--- src/rtl/q24_alu_pkg.sv ---
// Shared types and constants for the Q24.8 fixed-point ALU.
package q24_alu_pkg;

   localparam int DATA_W = 32;
   localparam int OP_W   = 4;

   typedef enum logic [OP_W-1:0] {
      OP_ADD      = 4'd0,
      OP_SUB      = 4'd1,
      OP_MUL      = 4'd2,
      OP_DIV      = 4'd3,
      OP_EQ       = 4'd4,
      OP_NE       = 4'd5,
      OP_LT       = 4'd6,
      OP_LE       = 4'd7,
      OP_GT       = 4'd8,
      OP_GE       = 4'd9,
      OP_MIN      = 4'd10,
      OP_MAX      = 4'd11,
      OP_INC      = 4'd12,
      OP_DEC      = 4'd13,
      OP_FROM_INT = 4'd14,
      OP_TO_INT   = 4'd15
   } opcode_type;

   localparam logic [DATA_W-1:0] SAT_MAX = 32'h7FFF_FFFF;
   localparam logic [DATA_W-1:0] SAT_MIN = 32'h8000_0000;

   // Front stage output: simple results done, magnitudes for mul/div.
   typedef struct packed {
      logic              valid;
      opcode_type        op;
      logic [DATA_W-1:0] value;
      logic              cmp;
      logic              err;
      logic              neg;
      logic              a_neg;
      logic              b_zero;
      logic [DATA_W-1:0] mag_a;
      logic [DATA_W-1:0] mag_b;
   } front_type;

   // Per-transaction data riding along the divider stages.
   typedef struct packed {
      opcode_type        op;
      logic [DATA_W-1:0] value;
      logic              cmp;
      logic              err;
      logic              neg;
      logic              a_neg;
      logic              b_zero;
      logic [63:0]       prod;
   } side_type;

endpackage

--- src/rtl/q24_div_stage.sv ---
// One pipeline stage of the restoring divider, R quotient bits per stage.
module q24_div_stage
   import q24_alu_pkg::*;
#(
   parameter int TW = 44,
   parameter int DW = 33,
   parameter int R  = 4
) (
   input  logic          clock,
   input  logic          reset,
   input  logic          en,
   input  logic          v_in,
   input  side_type      side_in,
   input  logic [DW-1:0] rem_in,
   input  logic [TW-1:0] nq_in,
   input  logic [DW-1:0] den_in,
   output logic          v_ff,
   output side_type      side_ff,
   output logic [DW-1:0] rem_ff,
   output logic [TW-1:0] nq_ff,
   output logic [DW-1:0] den_ff
);
   logic [DW:0]   r;
   logic [TW-1:0] nq;
   logic [DW-1:0] rem_in_w;

   always_comb begin
      r  = {1'b0, rem_in};
      nq = nq_in;
      for (int i = 0; i < R; i++) begin
         r  = {r[DW-1:0], nq[TW-1]};
         nq = {nq[TW-2:0], 1'b0};
         if (r >= {1'b0, den_in}) begin
            r     = r - {1'b0, den_in};
            nq[0] = 1'b1;
         end
      end
      rem_in_w = r[DW-1:0];
   end

   always_ff @(posedge clock) begin
      if (reset) begin
         v_ff <= 1'b0;
      end else if (en) begin
         v_ff <= v_in;
      end
      if (en) begin
         side_ff <= side_in;
         rem_ff  <= rem_in_w;
         nq_ff   <= nq;
         den_ff  <= den_in;
      end
   end
endmodule

--- config.mk ---
export PLATFORM = sky130hd
export DESIGN_NAME = q24_div_stage
export DESIGN_NICKNAME = d
export VERILOG_FILES = /design/src/rtl/q24_alu_pkg.sv /design/src/rtl/q24_div_stage.sv
export SDC_FILE = /design/constraint.sdc
export NUM_CORES = 1
export LEC_CHECK = 0
export BUFFER_PORTS_ARGS = -buffer_cell sky130_fd_sc_hd__buf_2
export CORE_AREA = 2 2 170 172
export CTS_CLUSTER_SIZE = 10
export DETAILED_ROUTE_END_ITERATION = 7
export DIE_AREA = 0 0 172 174
export PLACE_DENSITY = 0.94
export SLEW_MARGIN = 10
export SYNTH_ARGS = -nofsm -noshare
export SYNTH_HDL_FRONTEND = slang
export SYNTH_SLANG_ARGS = --single-unit
--- constraint.sdc ---
create_clock -name clock -period 34 [get_ports clock]
set_input_delay 3.4 -clock clock [delete_from_list [all_inputs] [get_ports clock]]
set_output_delay 3.4 -clock clock [all_outputs]
set_load 0.01 [all_outputs]
==> metrics, run 1 <==
Ys Warns=0; Post-synth EDFFs=215; Post-route DRC=0; setup violators final=0; slowest library cell on the worst path=inv_2; Detailed Route WL=roughly 49000 um; CTS Buf Count=26; Rows=62; Worst Reg-to-Reg Cells=2; slew margin rel.=25.1%; share of layout cells above drive strength 1=31.2%; clock power share=12.7%; Initial Util=around 54%; final RePlAce weighted congestion=0.985; clk root buf=clkbuf_16; Max clock buf depth=3; CP required=between 30000 and 40000 ps; first-pass iteration count of the detailed router=7; PortBufs=434; Leak=between 8 and 9 nW; switch share=between 40% and 50%; setup_tns=0 ps; Die W=roughly 170 um; HPWL after detailed placement=approximately 39000 um; grt ovf=0; max incr delay on CP=690 ps; Worst Setup Start Kind=input pin; P_int=between 1 and 1.5 mW; wire per inst=~22 um; Tot GR Track Use=31.2%; CP endpoint kind=flip-flop; DR iter-0 viols=about 1500; Synth Area per Inst=roughly 11 um2; ratio of final minimum period to clock period=about 50%; H-tree depth=1; Netlist Area Pre-Place=15200 um2; multi-input logic area=roughly 8200 um2; CTS tree=built; Hold WS=approximately 520 ps; largest net degree at the start of global routing=144; vias in the first global route=about 13000; PostCTS Resize Cnt=0; HP Class=flip-flop to flip-flop; initial antenna violation count=11; area of the die=~30000 um2; Async SR Flop Fraction=0%; Worst-Skew Late Latency=520 ps; P&R area growth vs syn=22.0%; first-pass GRT wire length=~72000 um; critical path arrival=between 15000 and 20000 ps; die height=~170 um; Power per Cell Area=around 110 nW/um2; clock skew=0 ps; critical path class=input pin to flip-flop; Post-CTS Setup Bufs=0; core area=28200 um2; status=completed; sequential share of power=about a fifth; worst slew pin tran=roughly 1100 ps; min cycle time layout=between 15000 and 20000 ps; Syn Nets=1775; Critical Path Fanout Max=42; flop and latch count out of synthesis=roughly 220; VDD IR-drop max=0.000131 V; ys flop type=edfxtp_1; RSZ-0062 raised after global routing=no; routed vias=between 10000 and 15000; hold_buf cts=0; Routed Antenna Nets=0; Mapped Cells=~1400; Crit path top cell by count=nand3_1; Seq/Total Area, Yosys=between 40% and 50%; Fill cells=2312; fmax=between 50 and 60 MHz; Reg area=6480 um2; Clock transition at path regs=~50 ps; I/O pins=435; Unique masters post-synth=81; Hold Crit Depth=2; nets@finish=about 2200; endpoints failing hold=0; Vias/cell=around 6.0; max-slew violations=0; combinational group share of total power=67.8%; max_cap viols=0; Final Util=around 66%; clk sinks=about 220; Net Switching=just over 800 uW
[registers in the layout (all words and copies together), names as in the netlist]
register,flops
v_ff,1
nq_ff,44
rem_ff,33
side_ff,105
den_ff,33
[power by group through the flow]
| stage | Combinational (mW) | Sequential [mW] | Clock (mW) |
|---|---|---|---|
| floorplan | 1.01 | 0.417 | 0 |
| finish | 1.36 | 0.392 | 0.256 |
| CTS | 1.33 | 0.392 | 0.261 |
| detailed placement | 1.32 | 0.396 | 0 |
| global placement | 1.28 | 0.396 | 0 |
| global route | 1.46 | 0.395 | 0.272 |
[cells in the final DEF, fill, tap and decap left out, types with 26 or more instances in the layout]
cell type,netlist,routed
inv_1,83,83
clkbuf_16,0,26
ha_1,132,132
nor2_1,96,96
mux2_4,27,27
buf_2,11,433
mux2_2,63,63
nand3_1,28,28
edfxtp_1,215,215
xor2_1,29,29
nand2_1,77,77
xnor2_1,77,77
a21oi_1,130,130
a21o_1,50,50
o21ai_0,66,66
[per-stage QoR]
step / area [um2] / cells / worst slack [ps] / power [mW]
5_1_grt: 18500 / 2256 / 16500 / 2.13
2_1_floorplan: 15200 / 1420 / 19690 / 1.43
3_5_place_dp: 17700 / 2210 / 16800 / 1.72
4_1_cts: 18500 / 2249 / 17320 / 1.99
6_report: 18500 / 2259 / 17020 / 2.01
3_3_place_gp: 17700 / 2210 / 17270 / 1.67
[per-layer routing]
metal	global-route usage [%]	share of wire [%]
met1	41.6	40
met4	10.4	2.9
met2	49.8	46
met3	7.49	11
met5	0	0.021
[final timing paths]
path                            startpoint  slack, ps        end
worst max-delay path            den_in[19]      17020  rem_ff[4]
worst min-delay path                  v_ff        520       v_ff
worst max register to register        v_ff      33410       v_ff
worst min register to register        v_ff        520       v_ff
[Yosys cell counts (5+ instances only)]
| master | instances | area, um2 |
|---|---|---|
| a211o_1 | 7 | 61.3 |
| a211oi_1 | 18 | 135 |
| a21o_1 | 50 | 375 |
| a21oi_1 | 130 | 651 |
| a221oi_1 | 7 | 61.3 |
| a31oi_1 | 13 | 81.3 |
| and3_1 | 14 | 87.6 |
| buf_2 | 11 | 55.1 |
| clkbuf_1 | 19 | 71.3 |
| edfxtp_1 | 215 | 6460 |
| ha_1 | 132 | 1650 |
| inv_1 | 83 | 312 |
| mux2_2 | 63 | 709 |
| mux2_4 | 27 | 405 |
| mux2i_1 | 13 | 130 |
| nand2_1 | 77 | 289 |
| nand2b_1 | 18 | 113 |
| nand3_1 | 28 | 140 |
| nand4_1 | 17 | 106 |
| nor2_1 | 96 | 360 |
| nor2b_1 | 12 | 75.1 |
| nor3_1 | 22 | 110 |
| o211ai_1 | 11 | 82.6 |
| o21a_1 | 22 | 165 |
| o21ai_0 | 66 | 330 |
| o21ai_1 | 5 | 25.0 |
| o21bai_1 | 17 | 128 |
| o31a_1 | 5 | 43.8 |
| o31ai_1 | 9 | 67.6 |
| or2_2 | 6 | 37.5 |
| or3_1 | 8 | 50.1 |
| xnor2_1 | 77 | 674 |
| xor2_1 | 29 | 254 |
[worst max-delay path, delay by kind of cell]
family / cells / cell delay, ps
adders and majority gates: 4 / 1570
and+or+nand+nor: 12 / 2760
muxes: 5 / 1810
AOI/OAI and AO/OA: 17 / 5130
buffers and inverters: 7 / 2490
[logic make-up (layout without fill, tap and decap cells)]
group	count (synthesis)	after routing	share of synthesized area [%]
AO/OA/AOI/OAI	415	415	17.9
XOR/XNOR	106	106	6.11
buffers and inverters	119	564	3.25
multiplexers	106	106	8.41
other	0	10	0
flip-flops	216	216	42.6
AND/OR/NAND/NOR	322	322	10.3
adder cells (fa/ha/maj)	136	136	11.4
[cell type report]
| class | instances | share of cell area, % |
|---|---|---|
| Antenna cell | 10 | 0.135 |
| Clock buffer | 35 | 3.74 |
| Sequential cell | 216 | 34.9 |
| Tap cell | 384 | 2.59 |
| Clock inverter | 4 | 0.439 |
| Inverter | 84 | 1.70 |
| Timing Repair Buffer | 441 | 12.0 |
| Multi-Input combinational cell | 1085 | 44.4 |
Note: power is estimated with default switching activity, not from simulation.
==> inputs of run 2 (changes only) <==
CORE_AREA = default   (was 2 2 170 172)
CORE_UTILIZATION = 54   (was default)
DIE_AREA = default   (was 0 0 172 174)
clock period = 15.73 ns   (was 34 ns; I/O delays follow)
==> run 2 against run 1 <==
Against the previous run: largest power group unchanged; die area down 3.7%; flip-flop and latch count stayed put; sequential share of layout area barely moved; highest routed layer is now met4; design area hardly changed; clock power is 110% higher; critical path depth stayed put; setup slack worse by 16000 ps; cell count is 0.18% lower; critical path type unchanged; routed wire length up 2.7%; non-clock buffer count is 9 higher.
==> metrics, run 2 (synthesis results as in run 1) <==
status=completed; Power per Cell Area=between 200 and 250 nW/um2; most common cell after layout, fill and taps aside=buf_2; Max clock buf depth=3; max-slew violations=0; RSZ-0062 raised after global routing=no; CTS Buf Count=26; clock skew=0 ps; slew margin rel.=between 20% and 30%; multi-input logic area=~8200 um2; HPWL after detailed placement=between 30000 and 40000 um; CP endpoint kind=flip-flop; core area=about 28000 um2; DR iter-0 viols=between 1000 and 1500; H-tree depth=1; setup_tns=0 ps; I/O pins=between 400 and 500; Clock transition at path regs=about 60 ps; Detailed Route WL=about 50000 um; biggest regs=side_ff: 105 flops, nq_ff: 44 flops; Tot GR Track Use=approximately 33%; Post-Layout Cell Count=2255; critical path class=input pin to flip-flop; family with the most delay on the worst path=compound AO/OA/AOI/OAI gates; PortBufs=around 430; clk sinks=between 200 and 250; Reg area=~6500 um2; Worst-Skew Late Latency=approximately 520 ps; Rows=a little over 60; endpoints failing hold=0; wire per inst=22.2 um; min cycle time layout=14880 ps; Post-route DRC=0; ratio of final minimum period to clock period=between 90% and 100%; Critical Path Fanout Max=between 40 and 50; fmax=67.2 MHz; hold_buf cts=0; setup violators final=0; Buf/Inv on CP=6; vias in the first global route=between 10000 and 15000; Hold WS=548 ps; die height=between 150 and 200 um; Die W=between 150 and 200 um; grt ovf=0; max incr delay on CP=around 630 ps; Post-CTS Setup Bufs=0; Worst Setup Start Kind=input pin; Fill cells=2100; slowest library cell on the worst path=mux2_2; final RePlAce weighted congestion=about 0.99; worst slew pin tran=1140 ps; CTS tree=built; first-pass iteration count of the detailed router=6; most frequent cells in the layout=buf_2 (433), edfxtp_1 (215), ha_1 (132); nets@finish=about 2200; Setup WS pre-CTS=just under 700 ps; Final Util=~67%; most flop-heavy register=side_ff; clk root buf=clkbuf_16; first-pass GRT wire length=roughly 74000 um; critical path arrival=about 15000 ps; Routed Antenna Nets=0; CP required=~16000 ps; Initial Util=a little over half; routed vias=around 14000; max_cap viols=0; VDD IR-drop max=0.000226 V; Vias/cell=around 6.1; Leak=about 8.3 nW; initial antenna violation count=3; Worst Slack Setup Final=roughly 850 ps; P&R area growth vs syn=22.1%; area of the die=between 20000 and 30000 um2; HP Class=flip-flop to flip-flop; share of layout cells above drive strength 1=about a third; Cell Count Post-Placement=between 2000 and 2500; max FFs per register=105; largest net degree at the start of global routing=127
## run 2: routing by layer
metal | vias up | share of wire (%) | global-route usage (%)
met5 | - | 0 | 0
met4 | 0 | 3.9 | 13.5
met3 | 149 | 11 | 7.35
met2 | 819 | 46 | 53.7
met1 | 6502 | 40 | 43.7
li1 | 6283 | - | -
## run 2: what timing repair did
item,CTS,global route
endpoints found under the setup margin,0,1
endpoints found under the hold margin,0,0
resized for setup,0,2
## run 2: path summary, 6_finish.rpt
kind	start	to	slack [ps]	cells after the start
worst max register to register	v_ff	v_ff	15110	2
worst max-delay path	den_in[1]	rem_ff[31]	850	45
worst min-delay path	v_ff	v_ff	550	2
worst min register to register	v_ff	v_ff	550	2
## run 2: area by class of cell
class	count	share of cell area (%)
tap	378	2.55
clock buffer	36	3.88
inverter	84	1.71
antenna	3	0.0405
sequential	216	34.9
multi-input combinational	1085	44.4
clock inverter	3	0.0876
timing repair buffer	450	12.4
## run 2: power breakdown
part,leakage [nW],switching [mW],internal (mW)
Sequential,2.11,0.0227,0.820
Clock,0.355,0.221,0.313
Combinational,5.86,1.62,1.42
Total,8.33,1.86,2.56
## run 2: per-stage QoR
step           area [um2]  power [mW]
5_1_grt             18600        4.65
3_5_place_dp        17800        3.79
2_1_floorplan       15200        3.09
4_1_cts             18500        4.35
6_report            18600        4.42
3_3_place_gp        17800        3.68
## run 2: tightest hold or removal path, stage by stage, from the launching register on
cell,delay [ps]
dfxtp_1,330
mux2i_1,130
nor2_1,50
==> inputs of run 3 (changes only) <==
ABC_CLOCK_PERIOD_IN_PS = 17400   (was default)
CORE_AREA = 2 2 170 172   (was default)
CORE_UTILIZATION = default   (was 54)
DIE_AREA = 0 0 172 174   (was default)
clock period = 17.4 ns   (was 15.73 ns; I/O delays follow)
==> run 3 against run 2 <==
Against the previous run: first-iteration DRC count increased by 17%; register-to-register slack improved by 1700 ps; utilization decreased by 1.5 points; critical endpoint unchanged; largest cell class unchanged.
==> metrics, run 3 (synthesis results as in run 1) <==
status=completed; Detailed Route WL=between 40000 and 50000 um; critical path arrival=about 16000 ps; Initial Util=between 50% and 60%; vias in the first global route=~13000; slew margin rel.=25.8%; HP Class=flip-flop to flip-flop; clk sinks=216; biggest regs=side_ff: 105 flops, nq_ff: 44 flops; core area=between 20000 and 30000 um2; Tot GR Track Use=30.4%; CTS Buf Count=26; most flop-heavy register=side_ff; CP required=between 15000 and 20000 ps; critical path class=input pin to flip-flop; RSZ-0062 raised after global routing=no; Fill cells=about 2200; CP endpoint kind=flip-flop; first-pass GRT wire length=roughly 71000 um; ratio of final minimum period to clock period=between 90% and 100%; Cell Count Post-Placement=~2200; Crit path top cell by count=ha_1; most common cell after layout, fill and taps aside=buf_2; Routed Antenna Nets=0; final RePlAce weighted congestion=between 1 and 1.5; max-slew violations=0; Setup WS pre-CTS=1650 ps; clock skew=0 ps; PostCTS Resize Cnt=0; Worst Slack Setup Final=1570 ps; P&R area growth vs syn=21.6%; initial antenna violation count=9; wire per inst=between 20 and 25 um; nets@finish=~2200; clk root buf=clkbuf_16; Post-Layout Cell Count=approximately 2300; most frequent cells in the layout=buf_2 (433), edfxtp_1 (215), ha_1 (132); routed vias=between 10000 and 15000; max_cap viols=0; multi-input logic area=roughly 8000 um2; Critical Path Fanout Max=42; H-tree depth=1; min cycle time layout=15830 ps; DR iter-0 viols=about 1500; endpoints failing hold=0; Worst Setup Start Kind=input pin; fmax=about 63 MHz; Post-CTS Setup Bufs=0; CTS tree=built; share of layout cells above drive strength 1=31.0%; Clock transition at path regs=60 ps; Post-route DRC=0; Vias/cell=between 6 and 7; first-pass iteration count of the detailed router=5; die height=174 um; Max clock buf depth=3; worst slew pin tran=1110 ps; Design Power=between 3 and 4 mW; I/O pins=approximately 440; HPWL after detailed placement=38000 um; Reg area=6480 um2; max incr delay on CP=between 900 and 1000 ps; VDD IR-drop max=0.000241 V; Worst-Skew Late Latency=520 ps; setup_tns=0 ps; Power per Cell Area=~210 nW/um2; setup violators final=0; largest net degree at the start of global routing=144; Leak=between 8 and 9 nW; slowest library cell on the worst path=mux2_2; hold_buf cts=0; Rows=62; max FFs per register=105; area of the die=29900 um2; PortBufs=roughly 430; Die W=between 150 and 200 um; grt ovf=0
## run 3: worst max-delay path: cells and delay by family
| kind | cells | cell delay, ps |
|---|---|---|
| AOI/OAI and AO/OA | 18 | 6720 |
| adders and majority gates | 4 | 1490 |
| buffers and inverters | 5 | 1560 |
| muxes | 5 | 2340 |
| and+or+nand+nor | 11 | 2160 |
## run 3: final timing paths
check,start,cells after the start,to,slack [ps]
hold reg to reg,v_ff,2,v_ff,500
hold / removal,v_ff,2,v_ff,500
setup / recovery,den_in[19],43,rem_ff[31],1570
setup reg to reg,v_ff,2,v_ff,16820
## run 3: report_power, final
group / internal [mW] / leakage [nW] / switching (mW)
Sequential: 0.741 / 2.11 / 0.0214
Clock: 0.285 / 0.360 / 0.197
Combinational: 1.25 / 5.80 / 1.39
## run 3: layout make-up
class | instances | area share (%)
Inverter | 84 | 1.71
Clock buffer | 34 | 3.68
Multi-Input combinational cell | 1085 | 44.6
Timing Repair Buffer | 439 | 12.0
Antenna cell | 6 | 0.0812
Clock inverter | 5 | 0.325
Tap cell | 384 | 2.60
Sequential cell | 216 | 35.0
## run 3: per-layer routing
metal | track usage, % | routed length (um)
met2 | 48.7 | 22100
met3 | 6.72 | 4970
met4 | 9.49 | 1490
met5 | 0 | 0
met1 | 41.2 | 19400
## run 3: per-stage QoR
stage	instance area, um2	utilization (%)	hold WS, ps
floorplan	15200	-	528
global placement	17700	62.8	473
detailed placement	17700	62.8	482
CTS	18500	65.4	496
global route	18500	65.5	548
finish	18500	65.5	498
